--- src/rtl/assert_macros.svh ---
// assertion macros shared by the selection block
// no dependencies; the checks vanish when SYNTHESIS is defined
`ifndef ASSERT_MACROS_SVH
`define ASSERT_MACROS_SVH
`ifndef SYNTHESIS
// checked on every clock edge outside reset
`define USPS_ASSERT(lbl, prop, msg) \
   lbl: assert property (@(posedge clock) disable iff (reset) prop) else $error(msg);
// checked on every clock edge, reset included
`define USPS_ASSERT_ALWAYS(lbl, prop, msg) \
   lbl: assert property (@(posedge clock) prop) else $error(msg);
`else
`define USPS_ASSERT(lbl, prop, msg)
`define USPS_ASSERT_ALWAYS(lbl, prop, msg)
`endif
`endif

--- src/rtl/usps_pkg.sv ---
// shared types, widths and register codes of the parent selection block
// no dependencies
`timescale 1ns / 1ps
`default_nettype none
package usps_pkg;

   localparam int MAX_POPULATION_DEF = 64;

   localparam int FIT_W       = 32;
   localparam int TOTAL_W     = 40;
   localparam int ACC_W       = 56;
   localparam int COUNT_W     = 7;
   localparam int IDX_FIELD_W = 6;
   localparam int TARGET_W    = 7;
   localparam int PRESERVE_W  = 7;
   localparam int SHARE_W     = 9;
   localparam int STEP_W      = TOTAL_W + SHARE_W;
   localparam int SCALE_SHIFT = 8;
   localparam int CSR_INDEX_W = 2;
   localparam int CSR_DATA_W  = 9;
   localparam int RSP_Q_DEPTH = 2;

   localparam logic [CSR_INDEX_W-1:0] CSR_POPULATION_TARGET = 2'd0;
   localparam logic [CSR_INDEX_W-1:0] CSR_PRESERVED_COUNT   = 2'd1;
   localparam logic [CSR_INDEX_W-1:0] CSR_BEST_SHARE        = 2'd2;

   localparam logic [TARGET_W-1:0]   TARGET_RESET   = 7'd64;
   localparam logic [PRESERVE_W-1:0] PRESERVE_RESET = 7'd0;
   localparam logic [SHARE_W-1:0]    SHARE_RESET    = 9'd256;

   localparam logic KIND_PRESERVED = 1'b0;
   localparam logic KIND_SAMPLED   = 1'b1;

   typedef logic [IDX_FIELD_W-1:0] idx_field_type;

   typedef struct packed {
      logic signed [FIT_W-1:0] fitness;
      logic                    last_item;
   } req_type;

   typedef struct packed {
      logic          kind;
      idx_field_type parent_index;
      logic          last_result;
   } rsp_type;

   typedef struct packed {
      logic [TARGET_W-1:0]   population_target;
      logic [PRESERVE_W-1:0] preserved_count;
      logic [SHARE_W-1:0]    best_share;
   } cfg_type;

   // one closed load handed from the loader to the walker
   typedef struct packed {
      logic [COUNT_W-1:0]      loaded;
      logic signed [FIT_W-1:0] lowest;
      logic [TOTAL_W-1:0]      total;
   } run_type;

   typedef struct packed {
      logic               en;
      idx_field_type      addr;
      logic [FIT_W-1:0]   data;
   } store_wr_type;

endpackage
`default_nettype wire

--- src/rtl/usps_front.sv ---
// loader: takes fitness words, keeps the minimum and shifted total, hands off a run
// depends on usps_pkg
`timescale 1ns / 1ps
`default_nettype none
module usps_front #(
   parameter int MAX_POPULATION = usps_pkg::MAX_POPULATION_DEF
) (
   input  wire                    clock,
   input  wire                    reset,
   input  wire                    push,
   input  usps_pkg::req_type      req_data,
   output logic                   full,
   input  wire                    walk_busy,
   input  wire                    run_take,
   output logic                   run_valid,
   output usps_pkg::run_type      run_data,
   output usps_pkg::store_wr_type store_wr
);
   import usps_pkg::*;

   localparam int CNT_W = $clog2(MAX_POPULATION + 1);
   localparam int IDX_W = $clog2(MAX_POPULATION);

   logic [CNT_W-1:0]        count_ff, count_in;
   logic signed [FIT_W-1:0] lowest_ff, lowest_in;
   logic [TOTAL_W-1:0]      total_ff, total_in;
   logic                    run_valid_ff;
   run_type                 run_ff;

   logic                    accept;
   logic                    room;
   logic signed [FIT_W-1:0] fit;
   logic                    below;
   logic [FIT_W:0]          gap;
   logic [FIT_W:0]          rise;
   logic [FIT_W+CNT_W:0]    rebase;
   logic [TOTAL_W-1:0]      add_term;

   assign fit    = req_data.fitness;
   assign full   = run_valid_ff | walk_busy;
   assign accept = push & ~full;
   assign room   = count_ff < CNT_W'(MAX_POPULATION);
   assign below  = fit < lowest_ff;

   // a new minimum rebases every stored value by the drop
   assign gap      = {lowest_ff[FIT_W-1], lowest_ff} - {fit[FIT_W-1], fit};
   assign rise     = {fit[FIT_W-1], fit} - {lowest_ff[FIT_W-1], lowest_ff};
   assign rebase   = gap * count_ff;
   assign add_term = below ? TOTAL_W'(rebase) : TOTAL_W'(rise);

   always_comb begin
      count_in  = count_ff;
      lowest_in = lowest_ff;
      total_in  = total_ff;
      if (room) begin
         count_in = count_ff + CNT_W'(1);
         total_in = total_ff + add_term;
         if (below) begin
            lowest_in = fit;
         end
      end
   end

   always_ff @(posedge clock) begin
      if (reset) begin
         count_ff     <= '0;
         lowest_ff    <= '0;
         total_ff     <= '0;
         run_valid_ff <= 1'b0;
      end else begin
         if (run_take) begin
            run_valid_ff <= 1'b0;
         end
         if (accept) begin
            if (req_data.last_item) begin
               count_ff     <= '0;
               lowest_ff    <= '0;
               total_ff     <= '0;
               run_valid_ff <= 1'b1;
            end else begin
               count_ff  <= count_in;
               lowest_ff <= lowest_in;
               total_ff  <= total_in;
            end
         end
      end
   end

   always_ff @(posedge clock) begin
      if (accept && req_data.last_item) begin
         run_ff.loaded <= COUNT_W'(count_in);
         run_ff.lowest <= lowest_in;
         run_ff.total  <= total_in;
      end
   end

   assign run_valid = run_valid_ff;
   assign run_data  = run_ff;

   assign store_wr.en   = accept & room;
   assign store_wr.addr = idx_field_type'(count_ff[IDX_W-1:0]);
   assign store_wr.data = fit;

endmodule
`default_nettype wire

--- src/rtl/usps_walk.sv ---
// walker: fitness store, preserved pass and sampling walk over the running sum
// depends on usps_pkg
`timescale 1ns / 1ps
`default_nettype none
module usps_walk #(
   parameter int MAX_POPULATION = usps_pkg::MAX_POPULATION_DEF
) (
   input  wire                    clock,
   input  wire                    reset,
   input  usps_pkg::cfg_type      cfg,
   input  usps_pkg::store_wr_type store_wr,
   input  wire                    run_valid,
   input  usps_pkg::run_type      run_data,
   output logic                   run_take,
   output logic                   walk_busy,
   input  wire                    q_full,
   output logic                   q_push,
   output usps_pkg::rsp_type      q_data
);
   import usps_pkg::*;

   localparam int CNT_W = $clog2(MAX_POPULATION + 1);
   localparam int IDX_W = $clog2(MAX_POPULATION);
   localparam int PROD_W = FIT_W + CNT_W;

   localparam logic [2:0] ST_IDLE  = 3'd0;
   localparam logic [2:0] ST_SETUP = 3'd1;
   localparam logic [2:0] ST_PRES  = 3'd2;
   localparam logic [2:0] ST_READ  = 3'd3;
   localparam logic [2:0] ST_MUL   = 3'd4;
   localparam logic [2:0] ST_ADD   = 3'd5;
   localparam logic [2:0] ST_CMP   = 3'd6;
   localparam logic [2:0] ST_FLUSH = 3'd7;

   logic [FIT_W-1:0] store_mem [MAX_POPULATION];
   logic [FIT_W-1:0] rd_ff;

   logic [2:0]              state_ff, state_in;
   logic [CNT_W-1:0]        n_ff, n_in;
   logic signed [FIT_W-1:0] lowest_ff, lowest_in;
   logic [TOTAL_W-1:0]      total_ff, total_in;
   logic [CNT_W-1:0]        p_ff, p_in;
   logic [CNT_W-1:0]        children_ff, children_in;
   logic [STEP_W-1:0]       step_ff, step_in;
   logic [CNT_W-1:0]        idx_ff, idx_in;
   logic [CNT_W-1:0]        cnt_ff, cnt_in;
   logic [ACC_W-1:0]        lhs_ff, lhs_in;
   logic [ACC_W-1:0]        rhs_ff, rhs_in;
   logic [PROD_W-1:0]       prod_ff, prod_in;
   logic                    pend_valid_ff, pend_valid_in;
   rsp_type                 pend_ff, pend_in;

   logic             emit;
   logic             emit_kind;
   logic             emit_ok;
   logic [CNT_W-1:0] p_w;
   logic [CNT_W-1:0] target_w;
   logic [CNT_W-1:0] children_w;
   logic [CNT_W-1:0] idx_next;
   logic [FIT_W:0]   lift;

   always_ff @(posedge clock) begin
      if (store_wr.en) begin
         store_mem[store_wr.addr[IDX_W-1:0]] <= store_wr.data;
      end
      rd_ff <= store_mem[idx_ff[IDX_W-1:0]];
   end

   assign p_w = (cfg.preserved_count < PRESERVE_W'(n_ff)) ?
                CNT_W'(cfg.preserved_count) : n_ff;
   assign target_w = (cfg.population_target > TARGET_W'(MAX_POPULATION)) ?
                     CNT_W'(MAX_POPULATION) : CNT_W'(cfg.population_target);
   assign children_w = (target_w > p_w) ? target_w - p_w : '0;
   assign idx_next   = idx_ff + CNT_W'(1);
   assign lift       = {rd_ff[FIT_W-1], rd_ff} - {lowest_ff[FIT_W-1], lowest_ff};
   assign emit_ok    = ~pend_valid_ff | ~q_full;
   assign walk_busy  = state_ff != ST_IDLE;

   always_comb begin
      state_in      = state_ff;
      n_in          = n_ff;
      lowest_in     = lowest_ff;
      total_in      = total_ff;
      p_in          = p_ff;
      children_in   = children_ff;
      step_in       = step_ff;
      idx_in        = idx_ff;
      cnt_in        = cnt_ff;
      lhs_in        = lhs_ff;
      rhs_in        = rhs_ff;
      prod_in       = prod_ff;
      pend_valid_in = pend_valid_ff;
      pend_in       = pend_ff;
      run_take      = 1'b0;
      emit          = 1'b0;
      emit_kind     = KIND_PRESERVED;
      q_push        = 1'b0;
      q_data        = pend_ff;
      q_data.last_result = 1'b0;

      case (state_ff)
         ST_IDLE: begin
            if (run_valid) begin
               run_take  = 1'b1;
               n_in      = CNT_W'(run_data.loaded);
               lowest_in = run_data.lowest;
               total_in  = run_data.total;
               state_in  = ST_SETUP;
            end
         end
         ST_SETUP: begin
            p_in        = p_w;
            children_in = children_w;
            step_in     = total_ff * cfg.best_share;
            idx_in      = '0;
            state_in    = ST_PRES;
         end
         ST_PRES: begin
            if (idx_ff < p_ff) begin
               emit      = 1'b1;
               emit_kind = KIND_PRESERVED;
               if (emit_ok) begin
                  idx_in = idx_next;
               end
            end else begin
               idx_in = '0;
               cnt_in = '0;
               lhs_in = ACC_W'(step_ff);
               rhs_in = '0;
               if (children_ff != '0 && cfg.best_share != '0) begin
                  state_in = ST_READ;
               end else begin
                  state_in = ST_FLUSH;
               end
            end
         end
         ST_READ: begin
            state_in = ST_MUL;
         end
         ST_MUL: begin
            prod_in  = lift[FIT_W-1:0] * children_ff;
            state_in = ST_ADD;
         end
         ST_ADD: begin
            rhs_in   = rhs_ff + (ACC_W'(prod_ff) << SCALE_SHIFT);
            state_in = ST_CMP;
         end
         ST_CMP: begin
            if (cnt_ff < children_ff && lhs_ff <= rhs_ff) begin
               emit      = 1'b1;
               emit_kind = KIND_SAMPLED;
               if (emit_ok) begin
                  cnt_in = cnt_ff + CNT_W'(1);
                  lhs_in = lhs_ff + ACC_W'(step_ff);
               end
            end else if (idx_next < n_ff && cnt_ff < children_ff) begin
               idx_in   = idx_next;
               state_in = ST_READ;
            end else begin
               state_in = ST_FLUSH;
            end
         end
         ST_FLUSH: begin
            if (pend_valid_ff) begin
               if (!q_full) begin
                  q_push             = 1'b1;
                  q_data.last_result = 1'b1;
                  pend_valid_in      = 1'b0;
                  state_in           = ST_IDLE;
               end
            end else begin
               state_in = ST_IDLE;
            end
         end
         default: begin
            state_in = ST_IDLE;
         end
      endcase

      // the held word goes out once the next one exists, so the final one can be marked
      if (emit && emit_ok) begin
         if (pend_valid_ff) begin
            q_push = 1'b1;
         end
         pend_in.kind         = emit_kind;
         pend_in.parent_index = idx_field_type'(idx_ff);
         pend_in.last_result  = 1'b0;
         pend_valid_in        = 1'b1;
      end
   end

   always_ff @(posedge clock) begin
      if (reset) begin
         state_ff      <= ST_IDLE;
         pend_valid_ff <= 1'b0;
      end else begin
         state_ff      <= state_in;
         pend_valid_ff <= pend_valid_in;
      end
   end

   always_ff @(posedge clock) begin
      n_ff        <= n_in;
      lowest_ff   <= lowest_in;
      total_ff    <= total_in;
      p_ff        <= p_in;
      children_ff <= children_in;
      step_ff     <= step_in;
      idx_ff      <= idx_in;
      cnt_ff      <= cnt_in;
      lhs_ff      <= lhs_in;
      rhs_ff      <= rhs_in;
      prod_ff     <= prod_in;
      pend_ff     <= pend_in;
   end

endmodule
`default_nettype wire

--- src/rtl/usps_rsp_q.sv ---
// result queue: short fifo between the walker and the result port
// depends on usps_pkg
`timescale 1ns / 1ps
`default_nettype none
module usps_rsp_q (
   input  wire                clock,
   input  wire                reset,
   input  wire                push,
   input  usps_pkg::rsp_type  push_data,
   output logic               full,
   input  wire                pop,
   output logic               empty,
   output usps_pkg::rsp_type  pop_data
);
   import usps_pkg::*;

   localparam int PTR_W = $clog2(RSP_Q_DEPTH);
   localparam int LVL_W = $clog2(RSP_Q_DEPTH + 1);

   rsp_type            slot_ff [RSP_Q_DEPTH];
   logic [PTR_W-1:0]   wr_ptr_ff;
   logic [PTR_W-1:0]   rd_ptr_ff;
   logic [LVL_W-1:0]   level_ff;
   logic               do_push;
   logic               do_pop;

   assign full     = level_ff == LVL_W'(RSP_Q_DEPTH);
   assign empty    = level_ff == '0;
   assign do_push  = push & ~full;
   assign do_pop   = pop & ~empty;
   assign pop_data = slot_ff[rd_ptr_ff];

   always_ff @(posedge clock) begin
      if (reset) begin
         wr_ptr_ff <= '0;
         rd_ptr_ff <= '0;
         level_ff  <= '0;
      end else begin
         if (do_push) begin
            wr_ptr_ff <= (wr_ptr_ff == PTR_W'(RSP_Q_DEPTH - 1)) ? '0 : wr_ptr_ff + PTR_W'(1);
         end
         if (do_pop) begin
            rd_ptr_ff <= (rd_ptr_ff == PTR_W'(RSP_Q_DEPTH - 1)) ? '0 : rd_ptr_ff + PTR_W'(1);
         end
         if (do_push && !do_pop) begin
            level_ff <= level_ff + LVL_W'(1);
         end else if (do_pop && !do_push) begin
            level_ff <= level_ff - LVL_W'(1);
         end
      end
   end

   always_ff @(posedge clock) begin
      if (do_push) begin
         slot_ff[wr_ptr_ff] <= push_data;
      end
   end

endmodule
`default_nettype wire

--- src/rtl/universal_sampling_parent_select.sv ---
// Parent selection by stochastic universal sampling. A generation is loaded as
// fitness words (signed Q16.16, best first) through push/full, one word per cycle
// while full is low; the word with last_item set closes the load. Up to
// MAX_POPULATION words are stored, later ones are dropped but a dropped closing
// word still starts the run. The block then emits kept parents (kind 0, indices
// 0 .. min(preserved_count, stored)-1) and sampled parents (kind 1) up to
// population_target, the final word of the run flagged by last_result; results are
// read through empty/pop. While the walker runs, full stays high because it reads
// the fitness store. A run sets up, emits the kept parents, then walks each
// individual (store read, multiply, add, compare), repeating the compare per sampled
// parent, and closes with a flush. The user must write the configuration registers
// through valid/ready only while no run is open; the block does not enforce this.
// depends on usps_pkg, usps_front, usps_walk, usps_rsp_q and assert_macros.svh
`timescale 1ns / 1ps
`default_nettype none
`include "assert_macros.svh"
module universal_sampling_parent_select #(
   parameter int MAX_POPULATION = usps_pkg::MAX_POPULATION_DEF
) (
   input  wire                                    clock,
   input  wire                                    reset,
   // load side
   input  wire                                    push,
   input  usps_pkg::req_type                      req_data,
   output logic                                   full,
   // result side
   input  wire                                    pop,
   output logic                                   empty,
   output usps_pkg::rsp_type                      rsp_data,
   // register writes
   input  wire                                    valid,
   output logic                                   ready,
   input  wire [usps_pkg::CSR_INDEX_W-1:0]        csr_index,
   input  wire [usps_pkg::CSR_DATA_W-1:0]         csr_data
);
   import usps_pkg::*;

   // register values right after reset
   localparam cfg_type CFG_RESET = '{TARGET_RESET, PRESERVE_RESET, SHARE_RESET};

   // configuration registers
   logic [TARGET_W-1:0]   target_ff;
   logic [PRESERVE_W-1:0] preserve_ff;
   logic [SHARE_W-1:0]    share_ff;
   cfg_type               cfg;

   // loader to walker handoff
   run_type      run_data;
   logic         run_valid;
   logic         run_take;
   logic         walk_busy;
   store_wr_type store_wr;

   // walker to result queue
   logic    rsp_push;
   rsp_type rsp_push_data;
   logic    rsp_full;

   // writes are always taken
   assign ready = 1'b1;

   always_ff @(posedge clock) begin
      if (reset) begin
         target_ff   <= TARGET_RESET;
         preserve_ff <= PRESERVE_RESET;
         share_ff    <= SHARE_RESET;
      end else if (valid) begin
         case (csr_index)
            CSR_POPULATION_TARGET: begin
               target_ff <= csr_data[TARGET_W-1:0];
            end
            CSR_PRESERVED_COUNT: begin
               preserve_ff <= csr_data[PRESERVE_W-1:0];
            end
            CSR_BEST_SHARE: begin
               share_ff <= csr_data[SHARE_W-1:0];
            end
            default: begin
               // unmapped index, word ignored
            end
         endcase
      end
   end

   assign cfg.population_target = target_ff;
   assign cfg.preserved_count   = preserve_ff;
   assign cfg.best_share        = share_ff;

   // front: sends each word that fits to the walker's store and tracks minimum and shifted total
   usps_front #(
      .MAX_POPULATION (MAX_POPULATION)
   ) u_front (
      .clock     (clock),
      .reset     (reset),
      .push      (push),
      .req_data  (req_data),
      .full      (full),
      .walk_busy (walk_busy),
      .run_take  (run_take),
      .run_valid (run_valid),
      .run_data  (run_data),
      .store_wr  (store_wr)
   );

   // back: kept parents, then the evenly spaced pointer walk
   usps_walk #(
      .MAX_POPULATION (MAX_POPULATION)
   ) u_walk (
      .clock     (clock),
      .reset     (reset),
      .cfg       (cfg),
      .store_wr  (store_wr),
      .run_valid (run_valid),
      .run_data  (run_data),
      .run_take  (run_take),
      .walk_busy (walk_busy),
      .q_full    (rsp_full),
      .q_push    (rsp_push),
      .q_data    (rsp_push_data)
   );

   // result words wait here until popped
   usps_rsp_q u_rsp_q (
      .clock     (clock),
      .reset     (reset),
      .push      (rsp_push),
      .push_data (rsp_push_data),
      .full      (rsp_full),
      .pop       (pop),
      .empty     (empty),
      .pop_data  (rsp_data)
   );

   // the store must not take new words while the walker still reads it
   `USPS_ASSERT(a_walk_holds_load, walk_busy |-> full, "load accepted during walk")
   // a closing word always stops the load until the run is handed off
   `USPS_ASSERT(a_last_word_stalls, (push & ~full & req_data.last_item) |=> full, "missing stall")
   // the walker only pushes when the result queue has room
   `USPS_ASSERT(a_rsp_q_no_overflow, rsp_push |-> !rsp_full, "result queue overflow")
   // registers come out of reset at their defaults
   `USPS_ASSERT_ALWAYS(a_csr_reset_values, reset |=> (cfg == CFG_RESET), "register reset value")

endmodule
`default_nettype wire

--- config.mk ---
export PLATFORM = sky130hd
export DESIGN_NAME = universal_sampling_parent_select
export DESIGN_NICKNAME = d
export VERILOG_FILES = /design/src/rtl/usps_pkg.sv /design/src/rtl/usps_front.sv /design/src/rtl/usps_walk.sv /design/src/rtl/usps_rsp_q.sv /design/src/rtl/universal_sampling_parent_select.sv
export VERILOG_INCLUDE_DIRS = /design/src /design/src/rtl
export SDC_FILE = /design/constraint.sdc
export NUM_CORES = 2
export LEC_CHECK = 0
export BUFFER_PORTS_ARGS = -buffer_cell sky130_fd_sc_hd__buf_4
export CORE_AREA = 2 2 527 529
export DETAILED_ROUTE_END_ITERATION = 6
export DIE_AREA = 0 0 529 531
export GPL_TIMING_DRIVEN = 0
export PLACE_DENSITY_LB_ADDON = 0.05
export SLEW_MARGIN = 10
export SYNTH_ARGS = -nofsm -noshare
export SYNTH_HDL_FRONTEND = slang
export SYNTH_HIERARCHICAL = 1
export SYNTH_SLANG_ARGS = --single-unit
--- constraint.sdc ---
create_clock -name clock -period 14.7 [get_ports clock]
set_input_delay 0.735 -clock clock [delete_from_list [all_inputs] [get_ports clock]]
set_output_delay 0.735 -clock clock [all_outputs]
set_load 0.1 [all_outputs]
# Yosys cells after proc, flatten, opt, wreduce, memory -nomap -nowiden

Memory sizes are Yosys's and may differ from the RTL's. A register that Yosys moved wholly into a read port is not among the register bits.
Index checks and enable logic that the tools add are counted.

Add/subtract/negate cells: 14
Multiply operators: 3
Magnitude comparators: 9
Equality and inequality tests: 18
Multiplexer cells: 60
Bitwise operators: 10
Reductions and logical operators: 28

Operator list:

| cell                                         | number |
|---|---|
| 2-to-1 mux 56 bit                            | 4 |
| one-hot mux 56 bit (2 select lines)          | 2 |
| 2-to-1 mux 40 bit                            | 3 |
| 2-to-1 mux 32 bit                            | 3 |
| 2-to-1 mux 7 bit                             | 11 |
| subtractor 32 x 32 -> 33 bit                 | 2 |
| adder 56 x 47 -> 56 bit                      | 1 |
| adder 56 x 49 -> 56 bit                      | 1 |
| <= comparator 56 bit                         | 1 |
| multiplier 40 x 9 -> 49 bit                  | 1 |
| adder 40 bit                                 | 1 |
| multiplier 33 x 7 -> 40 bit                  | 1 |
| multiplier 32 x 7 -> 39 bit                  | 1 |
| less-than comparator 32 bit                  | 1 |
| subtractor 32 bit                            | 1 |
| less-than comparator 7 bit                   | 4 |
| 2-to-1 mux 1 bit                             | 24 |
| one-hot mux 3 bit (8 select lines)           | 1 |
| adder 7 x 1 -> 7 bit (second input constant) | 3 |
| 2-to-1 mux 3 bit                             | 7 |
| one-hot mux 7 bit (3 select lines)           | 1 |
| one-hot mux 7 bit (2 select lines)           | 1 |
| equality test 3 bit (second input constant)  | 4 |
| AND reduction 4 bit                          | 3 |
| other kinds (29)                             | 60 |

Register bits after elaboration: 504
Bits in writable memories: 2064
Output and inout bits: 11
Memories: 2

Memories:

| memory           | depth | bits a word | rd ports | clocked after Yosys merged registers in | wr ports | line             | text |
|---|---|---|---|---|---|---|---|
| u_walk.store_mem | 64    | 32          | 1        | 1                                       | 1        | usps_walk.sv:35  | `logic [FIT_W-1:0] store_mem [MAX_POPULATION];` |
| u_rsp_q.slot_ff  | 2     | 8           | 1        | 1                                       | 1        | usps_rsp_q.sv:20 | `rsp_type slot_ff [RSP_Q_DEPTH];` |

# Longest topological paths before layout

Depth after elaboration: 11
Depth in mapped cells: 43

# Modules after synthesis

The synthesis kept the hierarchy.

Modules (own cells, without submodules):

| module                           | instances | cells an instance | area each (um^2) | sequential area each (um^2) |
|---|---|---|---|---|
| usps_walk                        | 1         | 6958              | 115301.8         | 71408.5 |
| usps_front                       | 1         | 2434              | 20130.6          | 3973.8 |
| universal_sampling_parent_select | 1         | 91                | 959.7            | 460.4 |
| usps_rsp_q                       | 1         | 50                | 793.3            | 580.6 |

# Worst setup path before layout

Ideal clock, no wire load.

Path kind: input-to-reg
Start: in req_data[2] (netlist bit)
End: reg u_front.run_ff (netlist bit u_front/run_data[33]), data pin
Arrival time: 8.802 ns
Data required time: 14.434 ns
Setup slack: 5.631 ns
Cell stages on the path: 40
Cells stage by stage: inv_1 > ha_1 > nor2b_1 > o21ai_1 > a21boi_1 > o21ai_1 > a21oi_1 > o21a_1 > o41ai_2 > o21bai_1 > xnor2_1 > and2_1 > fa_1 > fa_1 > fa_1 > inv_1 > fa_1 > inv_1 > (+4 left out) > o32ai_1 > o21ba_2 > or2_1 > a21o_1 > a21oi_1 > xor2_1 > o21ai_1 > ha_1 > a21o_1 > a31o_2 > a221oi_2 > a21oi_1 > a21oi_1 > a21oi_1 > a31o_2 > a31oi_1 > xor2_1 > o21ai_0

Longest elaborated chain between the ends: 5

RTL lines:

| element                      | line                                   | text |
|---|---|---|
| from (decl)                  | universal_sampling_parent_select.sv:24 | `input usps_pkg::req_type req_data,` |
| subtractor 32 x 32 -> 33 bit | usps_front.sv:46                       | `assign gap = {lowest_ff[FIT_W-1], lowest_ff} - {fit[FIT_W-1], fit};` |
| multiplier 33 x 7 -> 40 bit  | usps_front.sv:48                       | `assign rebase = gap * count_ff;` |
| 2-to-1 mux 40 bit (*)        | usps_front.sv:49                       | `assign add_term = below ? TOTAL_W'(rebase) : TOTAL_W'(rise);` |
| adder 40 bit (*)             | usps_front.sv:57                       | `total_in = total_ff + add_term;` |
| 2-to-1 mux 40 bit (*)        | usps_front.sv:55                       | `if (room) begin` |
| net u_front.total_in[33]     | usps_front.sv:26                       | `logic [TOTAL_W-1:0] total_ff, total_in;` |
| to (decl)                    | usps_front.sv:28                       | `run_type run_ff;` |

The timed path passes the listed nets; every way through them passes the cells marked *.
A chain may end at the register's enable or synchronous reset.

# Final worst setup path

Start: reg u_front.count_ff[6]
End: reg u_front.run_ff (netlist bit u_front/run_data[33]), data pin

Longest elaborated chain between the ends: 4

RTL lines:

| element                     | line             | text |
|---|---|---|
| from (decl)                 | usps_front.sv:24 | `logic [CNT_W-1:0] count_ff, count_in;` |
| from (signal assigned)      | usps_front.sv:81 | `count_ff <= count_in;` |
| multiplier 33 x 7 -> 40 bit | usps_front.sv:48 |  |
| 2-to-1 mux 40 bit           | usps_front.sv:49 |  |
| adder 40 bit                | usps_front.sv:57 |  |
| 2-to-1 mux 40 bit (*)       | usps_front.sv:55 |  |
| net u_front.total_in[33]    | usps_front.sv:26 |  |

Marks and branches as above.

==> run_results.csv <==
group,metric,value,unit
synthesis,synth_compound_area_frac,0.06636,
sta,finalCriticalPeriod,10.92,ns
synthesis,yosys.area_share.xor_xnor,0.02029,
setup_path,crit_type,"flip-flop to flip-flop",
drt,wl_met1,178.4,mm
drt,dr_total_vias,84257,
drt,firstDrtPassIters,7,
clock_network,cts_resized,0,
cells_and_area,area_delta_synth_final,12.27,%
setup_path,cp.arrival,11.49,ns
synthesis,syn_inst,9533,
setup_path,r2r_cells,32,
synthesis,synth_top_area_frac,0.5361,
drt,via_per_inst,6.091,
run_status,outcome,"finished with violations",
setup_path,crit_slowest_cell,"buf_1",
synthesis,synthFlopType,"edfxtp_1",
synthesis,synth-simple-area-share,0.07661,
cells_and_area,fin_nets,11090,
cells_and_area,mostFrequentLayoutCells,"edfxtp_1, inv_1, nand2_1, mux4_2, fa_1",
floorplan,core_area,275300,sq um
synthesis,ys_top_cells_by_area,"edfxtp_1, mux4_2, fa_1, ha_1, inv_1",
clock_network,clock_sinks,2593,
run_status,violations,"design-rule violations",
setup_path,end_kind,"flip-flop",
place,io_buffers,57,
floorplan,die_x,529,microns
floorplan,row_count,193,
power_and_ir_drop,ir_drop,340.2,uV
setup_path,cp_max_fo,10,
cells_and_area,nFillCells,22183,
drt,drt-initial-drc-count,8914,
power_and_ir_drop,leakagePower,56.40,nW
clock_network,tritoncts,"done",
sta,whs,0.1347,ns
cells_and_area,final_util,0.5595,
synthesis,syn-num-nets,10648,
cells_and_area,layout-drive-gt1-share,0.1491,
drt,met3_length,33.67,mm
sta,period_share,0.7426,
cells_and_area,finalNonFillerCells,13833,
worst_hold_path,holdPathStages,3,
setup_path,max_stage_delay,0.85,ns
synthesis,async_reset_ff_frac,0,
floorplan,die-area,280900,sq um
drt,wl_met2,185.5,mm
floorplan,ioPinCount,60,
global_routing,first_global_vias,84431,
synthesis,synthMuxAreaShare,0.1142,
global_routing,antenna_found_initial,29,
synthesis,syn_area,137200,sq um
global_routing,grt_pass1_wl,590.8,mm
worst_hold_path,hp-class,"input pin to flip-flop",
sta,max_freq,0.09160,GHz
place,place_area,144700,sq um
clock_network,clk_pin_slew,0.06,ns
clock_network,cts_root_buffer,"clkbuf_16",
drt,ant_nets,0,
drt,wl_per_cell,29.55,microns
clock_network,cts.path.max_buffers,4,
global_routing,overflow,0,
sta,slew_headroom,0.1021,
clock_network,cts_post_setup_buffers_inserted,0,
power_and_ir_drop,power.density,173.8,nW/um^2
floorplan,die_h,531,microns
synthesis,synth_top_family_by_area,"adder cells",
place,dpl.cell_count,13297,
synthesis,synth_edf_count,2449,
sta,slew_violations,0,
cells_and_area,stdcell_area,154000,sq um
clock_network,cts_max_level,5,
synthesis,ys_types,115,
drt,drc,3,
synthesis,yosys.area.top_type,"edfxtp_1",
synthesis,ys_warn_count,6,
sta,fin_skew,0.1225,ns
setup_path,start_kind,"flip-flop",
floorplan,start_util,0.4983,
place,dp_hpwl,296.6,mm
place,gp_congestion,0.9117,
synthesis,seq_area_frac_synth,0.5571,
clock_network,clk_latency,0.93,ns
cells_and_area,regArea,76420,sq um
sta,finalSetupViolations,0,
clock_network,holdBufCountCts,0,
cells_and_area,final_common_cell,"edfxtp_1",
sta,finalSetupTns,0,ns
synthesis,syn_avg_cell_area,14.39,sq um
clock_network,cts_buffers,283,
sta,hold_viol,0,
cells_and_area,multi_input_area,56260,sq um
sta,worst_slew_pin_slew,1.347,ns
sta,rsz0062_at_grt,"false",
job,cap_violations,0,
drt,top_layer_used,"met5",
synthesis,ys_seq_elements,2593,
synthesis,synth-adder-area-share,0.1288,
global_routing,grt_use_total,0.2922,
global_routing,grt_max_degree,65,
setup_path,cp.required,15.28,ns
drt,routed_wl,408.8,mm
[stage by stage]
stage	power, mW	setup WS [ns]
floorplan	16.42	5.631
global placement	19.68	2.789
detailed placement	19.76	3.191
CTS	26.91	3.831
global route	28.43	3.181
finish	26.77	3.783
[where the power goes]
| group | switching (mW) | total (mW) | leakage [nW] | internal (mW) |
|---|---|---|---|---|
| combinational | 6.71 | 10.9 | 28.7 | 4.18 |
| clock | 3.01 | 7.11 | 4.50 | 4.09 |
| sequential | 0.102 | 8.77 | 23.2 | 8.67 |
[synth_stat cells (all sizes together), types with 113 or more instances]
cell type,count
a21o,224
mux4,656
fa,577
a21oi,377
edfxtp,2449
nand2,719
clkbuf,302
nor2,431
dfxtp,144
and2,440
xnor2,194
ha,489
nand3,113
buf,172
o21ai,353
xor2,123
inv,799
[sequential cells by signal, summed over array words and instances (netlist names), 9 cells and up, named ones only]
name,cells
u_walk/store_mem,2048
u_front/run_data,79
u_walk/lhs_ff,56
u_walk/step_ff,49
u_walk/rhs_ff,48
u_front/total_ff,40
u_walk/total_ff,40
u_walk/prod_ff,39
u_front/lowest_ff,32
u_walk/lowest_ff,32
u_walk/rd_ff,32
u_rsp_q/slot_ff,16
share_ff,9
[logic make-up (layout without fill, tap and decap cells)]
kind of cell / after synthesis / count (layout)
AO/OA/AOI/OAI: 1393 / 1393
XOR/XNOR: 317 / 317
adder cells (fa/ha/maj): 1066 / 1066
buffers and inverters: 1274 / 1950
flip-flops: 2593 / 2593
multiplexers: 741 / 741
other: 1 / 18
AND/OR/NAND/NOR: 2148 / 2148
[area by class of cell]
type	count	area share
diodes	17	0.0002762
plain buffers	474	0.01323
clock inverters	156	0.01089
multi-input cells	5666	0.3653
inverters	800	0.01951
flip-flops and latches	2593	0.4962
repair buffers	157	0.01571
well taps	3607	0.02930
clock buffers	363	0.04960
[layer usage]
layer	GRT usage	up-vias
met3	0.05221	555
met4	0.07558	12
met1	0.4297	44249
met2	0.4513	3446
li1	-	35995
met5	0	-
[critical path: cells and delay by family, from the launching register on]
family          cells  cell delay [ns]
simple gates        2             0.35
flops               1             0.31
mux                 1             0.25
buf+inv             5             2.65
compound gates     16             3.65
xor+xnor            2             0.56
fa+ha+maj           6             2.86
[final timing paths]
path / slack (ns) / start / end
max: 3.78 / u_front/count_ff[6] / u_front/run_data[33]
min: 0.13 / req_data[13] / u_front/lowest_ff[12]
max reg2reg: 3.78 / u_front/count_ff[6] / u_front/run_data[33]
min reg2reg: 0.38 / u_front/run_data[44] / u_walk/lowest_ff[4]
(Power assumes the default switching activity.)
